[config.mk]
export PLATFORM = sky130hd
export DESIGN_NAME = midi_message_encoder_core
export DESIGN_NICKNAME = d
export VERILOG_FILES = /design/src/sv/mme_pkg.sv /design/src/sv/mme_encode.sv /design/src/sv/mme_serial.sv /design/src/sv/midi_message_encoder_core.sv
export SDC_FILE = /design/constraint.sdc
export NUM_CORES = 1
export LEC_CHECK = 0
export BUFFER_PORTS_ARGS = -buffer_cell sky130_fd_sc_hd__buf_2
export CAP_MARGIN = 20
export CORE_ASPECT_RATIO = 0.8
export CORE_MARGIN = 4
export CORE_UTILIZATION = 55
export DETAILED_ROUTE_END_ITERATION = 8
export GPL_ROUTABILITY_DRIVEN = 1
export PLACE_DENSITY = 0.84
export SLEW_MARGIN = 20
export SYNTH_ARGS = -nofsm -noshare
export SYNTH_HDL_FRONTEND = slang
export SYNTH_HIERARCHICAL = 1
export SYNTH_SLANG_ARGS = --single-unit
[constraint.sdc]
create_clock -name i_clk -period 4.5 [get_ports i_clk]
set_input_delay 0.45 -clock i_clk [delete_from_list [all_inputs] [get_ports i_clk]]
set_output_delay 0.45 -clock i_clk [all_outputs]
set_load 0.1 [all_outputs]
[src/sv/mme_pkg.sv]
// Package for the MIDI message encoder: transaction payload structs, message
// kind codes and MIDI byte constants. No dependencies.
package mme_pkg;

    typedef enum logic [4:0] {
        FUNC_NOTE_OFF     = 5'd0,
        FUNC_NOTE_ON      = 5'd1,
        FUNC_KEY_PRESS    = 5'd2,
        FUNC_CTRL_CHANGE  = 5'd3,
        FUNC_PROGRAM      = 5'd4,
        FUNC_CHAN_PRESS   = 5'd5,
        FUNC_PITCH_BEND   = 5'd6,
        FUNC_SOUND_OFF    = 5'd7,
        FUNC_RESET_CTRLS  = 5'd8,
        FUNC_LOCAL_CTRL   = 5'd9,
        FUNC_NOTES_OFF    = 5'd10,
        FUNC_OMNI_MODE    = 5'd11,
        FUNC_POLY_MODE    = 5'd12,
        FUNC_SYSEX_BEGIN  = 5'd13,
        FUNC_SYSEX_DATA   = 5'd14,
        FUNC_SYSEX_END    = 5'd15,
        FUNC_QFRAME       = 5'd16,
        FUNC_SONG_POS     = 5'd17,
        FUNC_SONG_SEL     = 5'd18,
        FUNC_TUNE         = 5'd19,
        FUNC_START        = 5'd20,
        FUNC_CONTINUE     = 5'd21,
        FUNC_STOP         = 5'd22,
        FUNC_SYS_RESET    = 5'd23
    } t_func;

    localparam logic [3:0] ST_CTRL_CHANGE = 4'hB;
    localparam logic [3:0] ST_PITCH_BEND  = 4'hE;
    localparam logic [7:0] ST_SYSEX_BEGIN = 8'hF0;
    localparam logic [7:0] ST_QFRAME      = 8'hF1;
    localparam logic [7:0] ST_SONG_POS    = 8'hF2;
    localparam logic [7:0] ST_SONG_SEL    = 8'hF3;
    localparam logic [7:0] ST_TUNE        = 8'hF6;
    localparam logic [7:0] ST_SYSEX_END   = 8'hF7;
    localparam logic [7:0] ST_START       = 8'hFA;
    localparam logic [7:0] ST_CONTINUE    = 8'hFB;
    localparam logic [7:0] ST_STOP        = 8'hFC;
    localparam logic [7:0] ST_SYS_RESET   = 8'hFF;

    localparam logic [6:0] CC_SOUND_OFF   = 7'd120;
    localparam logic [6:0] CC_RESET_CTRLS = 7'd121;
    localparam logic [6:0] CC_LOCAL_CTRL  = 7'd122;
    localparam logic [6:0] CC_NOTES_OFF   = 7'd123;
    localparam logic [6:0] CC_OMNI_OFF    = 7'd124;
    localparam logic [6:0] CC_OMNI_ON     = 7'd125;
    localparam logic [6:0] CC_MONO_ON     = 7'd126;
    localparam logic [6:0] CC_POLY_ON     = 7'd127;
    localparam logic [6:0] DATA_MAX       = 7'h7F;

    localparam int unsigned MAX_BYTES = 4;

    typedef struct packed {
        logic [4:0]  func;
        logic [3:0]  channel;
        logic [6:0]  first_value;
        logic [6:0]  second_value;
        logic [20:0] wide_value;
        logic        switch_on;
        logic [7:0]  data_byte;
    } t_in;

    typedef struct packed {
        logic [7:0] out_byte;
        logic       last_byte;
    } t_out;

    typedef struct packed {
        logic [MAX_BYTES-1:0][7:0] bytes;
        logic [2:0]                count;
    } t_enc;

endpackage

[src/sv/mme_encode.sv]
// Message encoder: turns one request into up to four stream bytes and keeps
// the running status byte. Depends on mme_pkg.
module mme_encode import mme_pkg::*; (
    input  logic i_clk,
    input  logic i_rst_n,
    input  t_in  i_item,
    input  logic i_take,
    output t_enc o_enc
);

    logic [7:0]      r_status;
    logic [7:0]      n_status;
    logic [7:0]      status;
    logic            use_status;
    logic            put_status;
    logic [2:0][7:0] extra;
    logic [1:0]      extra_cnt;
    logic [20:0]     v;
    logic [1:0]      idx;
    t_enc            enc;

    assign v = i_item.wide_value;

    always_comb begin
        status     = '0;
        use_status = 1'b0;
        extra      = '0;
        extra_cnt  = 2'd0;
        unique case (t_func'(i_item.func))
            FUNC_NOTE_OFF, FUNC_NOTE_ON, FUNC_KEY_PRESS, FUNC_CTRL_CHANGE: begin
                status     = {1'b1, i_item.func[2:0], i_item.channel};
                use_status = 1'b1;
                extra[0]   = {1'b0, i_item.first_value};
                extra[1]   = {1'b0, i_item.second_value};
                extra_cnt  = 2'd2;
            end
            FUNC_PROGRAM, FUNC_CHAN_PRESS: begin
                status     = {1'b1, i_item.func[2:0], i_item.channel};
                use_status = 1'b1;
                extra[0]   = {1'b0, i_item.first_value};
                extra_cnt  = 2'd1;
            end
            FUNC_PITCH_BEND: begin
                status     = {ST_PITCH_BEND, i_item.channel};
                use_status = 1'b1;
                extra[0]   = {1'b0, v[6:0]};
                extra[1]   = {1'b0, v[13:7]};
                extra_cnt  = 2'd2;
            end
            FUNC_SOUND_OFF, FUNC_RESET_CTRLS, FUNC_LOCAL_CTRL, FUNC_NOTES_OFF,
            FUNC_OMNI_MODE, FUNC_POLY_MODE: begin
                status     = {ST_CTRL_CHANGE, i_item.channel};
                use_status = 1'b1;
                extra_cnt  = 2'd2;
                unique case (t_func'(i_item.func))
                    FUNC_SOUND_OFF:   extra[0] = {1'b0, CC_SOUND_OFF};
                    FUNC_RESET_CTRLS: extra[0] = {1'b0, CC_RESET_CTRLS};
                    FUNC_LOCAL_CTRL: begin
                        extra[0] = {1'b0, CC_LOCAL_CTRL};
                        extra[1] = i_item.switch_on ? {1'b0, DATA_MAX} : 8'h00;
                    end
                    FUNC_NOTES_OFF:   extra[0] = {1'b0, CC_NOTES_OFF};
                    FUNC_OMNI_MODE:
                        extra[0] = {1'b0, i_item.switch_on ? CC_OMNI_ON : CC_OMNI_OFF};
                    default:
                        extra[0] = {1'b0, i_item.switch_on ? CC_POLY_ON : CC_MONO_ON};
                endcase
            end
            FUNC_SYSEX_BEGIN: begin
                status     = ST_SYSEX_BEGIN;
                use_status = 1'b1;
                if (|v[20:14]) begin
                    extra[0]  = {1'b1, v[20:14]};
                    extra[1]  = {1'b1, v[13:7]};
                    extra[2]  = {1'b0, v[6:0]};
                    extra_cnt = 2'd3;
                end else if (|v[13:7]) begin
                    extra[0]  = {1'b1, v[13:7]};
                    extra[1]  = {1'b0, v[6:0]};
                    extra_cnt = 2'd2;
                end else begin
                    extra[0]  = {1'b0, v[6:0]};
                    extra_cnt = 2'd1;
                end
            end
            FUNC_SYSEX_DATA: begin
                extra[0]  = i_item.data_byte;
                extra_cnt = 2'd1;
            end
            FUNC_SYSEX_END: begin
                status     = ST_SYSEX_END;
                use_status = 1'b1;
            end
            FUNC_QFRAME: begin
                status     = ST_QFRAME;
                use_status = 1'b1;
                extra[0]   = {1'b0, i_item.first_value[2:0], i_item.second_value[3:0]};
                extra_cnt  = 2'd1;
            end
            FUNC_SONG_POS: begin
                status     = ST_SONG_POS;
                use_status = 1'b1;
                extra[0]   = {1'b0, v[6:0]};
                extra[1]   = {1'b0, v[13:7]};
                extra_cnt  = 2'd2;
            end
            FUNC_SONG_SEL: begin
                status     = ST_SONG_SEL;
                use_status = 1'b1;
                extra[0]   = {1'b0, i_item.first_value};
                extra_cnt  = 2'd1;
            end
            FUNC_TUNE: begin
                status     = ST_TUNE;
                use_status = 1'b1;
            end
            FUNC_START: begin
                status     = ST_START;
                use_status = 1'b1;
            end
            FUNC_CONTINUE: begin
                status     = ST_CONTINUE;
                use_status = 1'b1;
            end
            FUNC_STOP: begin
                status     = ST_STOP;
                use_status = 1'b1;
            end
            FUNC_SYS_RESET: begin
                status     = ST_SYS_RESET;
                use_status = 1'b1;
            end
            default: begin
                status     = '0;
                use_status = 1'b0;
            end
        endcase
    end

    assign put_status = use_status && (status != r_status);

    always_comb begin
        enc       = '0;
        idx       = 2'd0;
        enc.count = 3'(put_status) + 3'(extra_cnt);
        if (put_status) begin
            enc.bytes[0] = status;
        end
        for (int k = 0; k < 3; k++) begin
            idx = 2'(put_status) + 2'(k);
            if (2'(k) < extra_cnt) begin
                enc.bytes[idx] = extra[k];
            end
        end
    end

    assign o_enc    = enc;
    assign n_status = (i_take && put_status) ? status : r_status;

    always_ff @(posedge i_clk) begin
        if (!i_rst_n) begin
            r_status <= '0;
        end else begin
            r_status <= n_status;
        end
    end

endmodule

[src/sv/mme_serial.sv]
// Byte buffer and output register: holds the bytes of one message and hands
// them out one per transaction with the last-byte mark. Depends on mme_pkg.
module mme_serial import mme_pkg::*; (
    input  logic i_clk,
    input  logic i_rst_n,
    input  t_enc i_enc,
    input  logic i_take,
    output logic o_can_take,
    input  logic i_out_ready,
    output logic o_out_valid,
    output t_out o_out_data
);

    logic [MAX_BYTES-1:0][7:0] r_bytes;
    logic [MAX_BYTES-1:0][7:0] n_bytes;
    logic [2:0]                r_rem;
    logic [2:0]                n_rem;
    logic                      r_out_valid;
    logic                      n_out_valid;
    t_out                      r_out;
    t_out                      n_out;
    logic                      out_load;
    logic                      emit;

    assign out_load   = !r_out_valid || i_out_ready;
    assign emit       = out_load && (r_rem != 3'd0);
    assign o_can_take = (r_rem == 3'd0) || ((r_rem == 3'd1) && out_load);

    always_comb begin
        n_bytes     = r_bytes;
        n_rem       = r_rem;
        n_out       = r_out;
        n_out_valid = r_out_valid;
        if (out_load) begin
            n_out_valid = emit;
        end
        if (emit) begin
            n_out.out_byte  = r_bytes[0];
            n_out.last_byte = (r_rem == 3'd1);
            n_bytes         = {8'h00, r_bytes[MAX_BYTES-1:1]};
            n_rem           = r_rem - 3'd1;
        end
        if (i_take) begin
            n_bytes = i_enc.bytes;
            n_rem   = i_enc.count;
        end
    end

    always_ff @(posedge i_clk) begin
        if (!i_rst_n) begin
            r_rem       <= '0;
            r_out_valid <= 1'b0;
        end else begin
            r_rem       <= n_rem;
            r_out_valid <= n_out_valid;
        end
        r_bytes <= n_bytes;
        r_out   <= n_out;
    end

    assign o_out_valid = r_out_valid;
    assign o_out_data  = r_out;

endmodule

[src/sv/midi_message_encoder_core.sv]
// MIDI message encoder top level with running status and valid/ready channels.
// A message's bytes are registered in the message buffer, then in the output
// register. Throughput: one output byte per cycle unless the output stalls.
// The single output register drains the buffer, up to four bytes a message.
// Reset clears the running status, the buffer and the output valid.
// Depends on mme_pkg, mme_encode and mme_serial.
module midi_message_encoder_core import mme_pkg::*; (
    input  logic i_clk,
    input  logic i_rst_n,
    input  logic i_in_valid,
    output logic o_in_ready,
    input  t_in  i_in_data,
    output logic o_out_valid,
    input  logic i_out_ready,
    output t_out o_out_data
);

    t_enc enc;
    logic can_take;
    logic take;

    assign o_in_ready = can_take;
    assign take       = i_in_valid && can_take;

    mme_encode u_encode (
        .i_clk   (i_clk),
        .i_rst_n (i_rst_n),
        .i_item  (i_in_data),
        .i_take  (take),
        .o_enc   (enc)
    );

    mme_serial u_serial (
        .i_clk       (i_clk),
        .i_rst_n     (i_rst_n),
        .i_enc       (enc),
        .i_take      (take),
        .o_can_take  (can_take),
        .i_out_ready (i_out_ready),
        .o_out_valid (o_out_valid),
        .o_out_data  (o_out_data)
    );

endmodule

==> reports/results.ini <==
[layout]
area_delta_synth_final_pct = 10.6
finalNetCount = 510
multiInputGateArea_sq_um = 2200
seqCellArea_sq_um = 1470
drive_above_1_share = 0.263
insertedDiodeCount = 0
fillers = 587

[floorplanning]
start_util = 0.565
core_area_sq_um = 6860
die_h_um = 83.1
placementRows = 27
fp.dieW_um = 102
die-area_sq_um = 8470
io_pins = 68

[drt]
wl_per_cell_um = 18.8
drc = 0
drtPass1Iterations = 7
via_per_inst = 6.52
drtIter0Drc = 422
postRouteAntennaNets = 0
wl_um = 10100
via_count = 3496

[worst_setup_path]
r2r-start = u_encode/r_status[3]
worst_setup_path_end_kind = register
cp_slowest_cell = buf_2
worstPathMaxFanout = 37
start_kind = input pin
reg2reg_to = u_serial/r_bytes[1]
arrival_ps = 3370
ff2ff_setup_slack_ps = 1710
crit_type = in -> reg
path_cells = buf_2 -> nor2b_1 -> a211oi_4 -> xnor2_1 -> a2111oi_2 -> nor4b_2 -> or2_1 -> buf_4 -> mux2_1 -> mux2_2
required_ps = 4560
max_stage_delay_ps = 470
r2r_cells = 9

[global_route]
antenna_found_initial = 0
grt_use_met1 = 0.322
grt_util_met2 = 0.354
grt_max_degree = 38
grt_pass1_vias = 3218
grt.busiest_layer = met2
met3_usage = 0.0521
overflow = 0
grt_pass1_wl_um = 15700
grtUsageTotal = 0.230

[synth]
synth_nets = 456
yosys_warnings = 6
postSynthAreaPerCell_sq_um = 9.84
synth.ff_latch_count = 53
ys_types = 73
synth_ff_type = edfxtp_1
ys_async_sr_fraction = 0
syn-cell-area_sq_um = 3880
ys_seq_area_frac = 0.379
synthCells = 394
synth_edf_count = 41

[clock_tree]
clockBufferDepth = 2
cts_tree = done
cts_sinks = 53
clockRootBuffer = clkbuf_8
post_cts_resized = 0
path_clk_slew_ps = 90
htreeDepth = 2
cts_setup_buffers = 0
clkLatencyLatePin_ps = 300
hold_buffers = 0
numCtsBuffers = 5

[placement]
hpwl_um = 7500
io_buffers = 67
gp_congestion = 0.933

[run]
max_cap_viol_count = 0

[sta]
whs_ps = 427
skew_ps = 5.18
tightest_slew_ps = 884
hold_viol = 0
period_needed_ps = 3310
slew_violations = 0
period_share = 0.736
fmax_mhz = 302
rsz0062_at_grt = no
setup_tns_ps = 0
finalSetupViolCount = 0
maxSlewHeadroom = 0.395

[min_path]
min_to = u_serial/o_out_data[8]
hold_path_class = reg -> reg
min_delay_path_depth = 0
min_from = u_serial/r_bytes[7]

[power]
ir_worst_vdd_mv = 0.401
p_leak_nw = 1.68
p_per_area_nw_per_um2 = 547
power_mw = 2.35

[outcome]
status = complete, no violations

cell usage after synthesis, types with 9 or more instances:
master	count	area, sq um
a31oi_1	10	62.6
o211ai_1	9	67.6
dfxtp_1	12	240
mux2i_1	14	140
nor2_1	21	78.8
nand2_1	29	109
and2_1	16	100
a21oi_1	22	110
o21ai_0	16	80.1
mux2_2	24	270
inv_1	11	41.3
edfxtp_1	41	1230
nand2b_1	13	81.3
nor2b_1	9	56.3
a221oi_1	10	87.6
layout by cell type (no fill, tap or decap), types with 5 or more instances in the layout:
master	instances
ha_1	5
mux2i_1	14
inv_1	11
a221oi_1	10
a21oi_1	22
dfxtp_1	12
nand3_1	5
o21ai_0	15
a221o_1	5
nor2_1	21
mux2_2	24
a31oi_1	10
edfxtp_1	41
nor3_1	7
o211ai_1	9
nand2b_1	13
nor2b_1	9
nand2_1	29
a22oi_1	5
buf_2	67
and2_1	16
buf_4	6
clkbuf_8	5
per-stage QoR:
stage	instances	area, sq um	setup slack, ps	util
floorplan	394	3880	95.6	-
global placement	528	4200	1110	0.612
CTS	536	4280	1260	0.625
detailed placement	528	4200	917	0.612
finish	536	4290	1190	0.626
global route	536	4290	1040	0.626
per-layer routing:
metal	wire, um	vias to the layer above
li1	-	1621
met1	4230	1662
met2	4590	185
met3	973	28
met4	272	0
met5	0	-
logic make-up after synthesis:
group / Yosys count / synth area share
compound gates: 121 / 0.228
xor+xnor: 4 / 0.00904
fa+ha+maj: 5 / 0.0161
buf+inv: 38 / 0.0568
flops: 53 / 0.379
mux: 41 / 0.115
other cells: 1 / 0.000967
simple gates: 131 / 0.195
power by group:
| group | internal (mW) | switching (mW) | leakage (nW) |
|---|---|---|---|
| Sequential | 0.868 | 0.0683 | 0.518 |
| Clock | 0.110 | 0.154 | 0.0374 |
| Combinational | 0.318 | 0.829 | 1.12 |
| Total | 1.30 | 1.05 | 1.68 |
worst max-delay path: cells and delay by family:
| kind | cells | cell delay, ps |
|---|---|---|
| compound gates | 2 | 650 |
| xor+xnor | 1 | 120 |
| buf+inv | 2 | 800 |
| mux | 2 | 620 |
| simple gates | 3 | 720 |
sequential cells by signal, indices dropped and copies added (netlist names):
name	cells
u_serial/o_out_valid	1
u_serial/r_rem	3
u_encode/r_status	8
u_serial/o_out_data	9
u_serial/r_bytes	32
cell type report:
class | count | area share
multi-input cells | 303 | 0.512
inverters | 12 | 0.0105
repair buffers | 73 | 0.0887
well taps | 87 | 0.0254
clock buffers | 6 | 0.0169
flip-flops and latches | 53 | 0.343
clock inverters | 2 | 0.00350
worst max-delay path by stage:
| stage | from | end | slack (ps) | cells past startpoint |
|---|---|---|---|---|
| 6_report | i_in_data[51] | u_serial/r_bytes[1] | 1190 | 10 |
| 3_3_place_gp | i_in_data[51] | u_serial/r_bytes[1] | 1110 | 10 |
| 2_1_floorplan | u_serial/o_out_valid | u_serial/r_bytes[0] | 100 | 7 |
| 4_1_cts | i_in_data[51] | u_serial/r_bytes[1] | 1260 | 10 |
| 5_1_grt | i_in_data[51] | u_serial/r_rem[1] | 1040 | 13 |
| 3_5_place_dp | i_in_data[51] | u_serial/r_bytes[1] | 920 | 10 |
(Power assumes the default switching activity.)
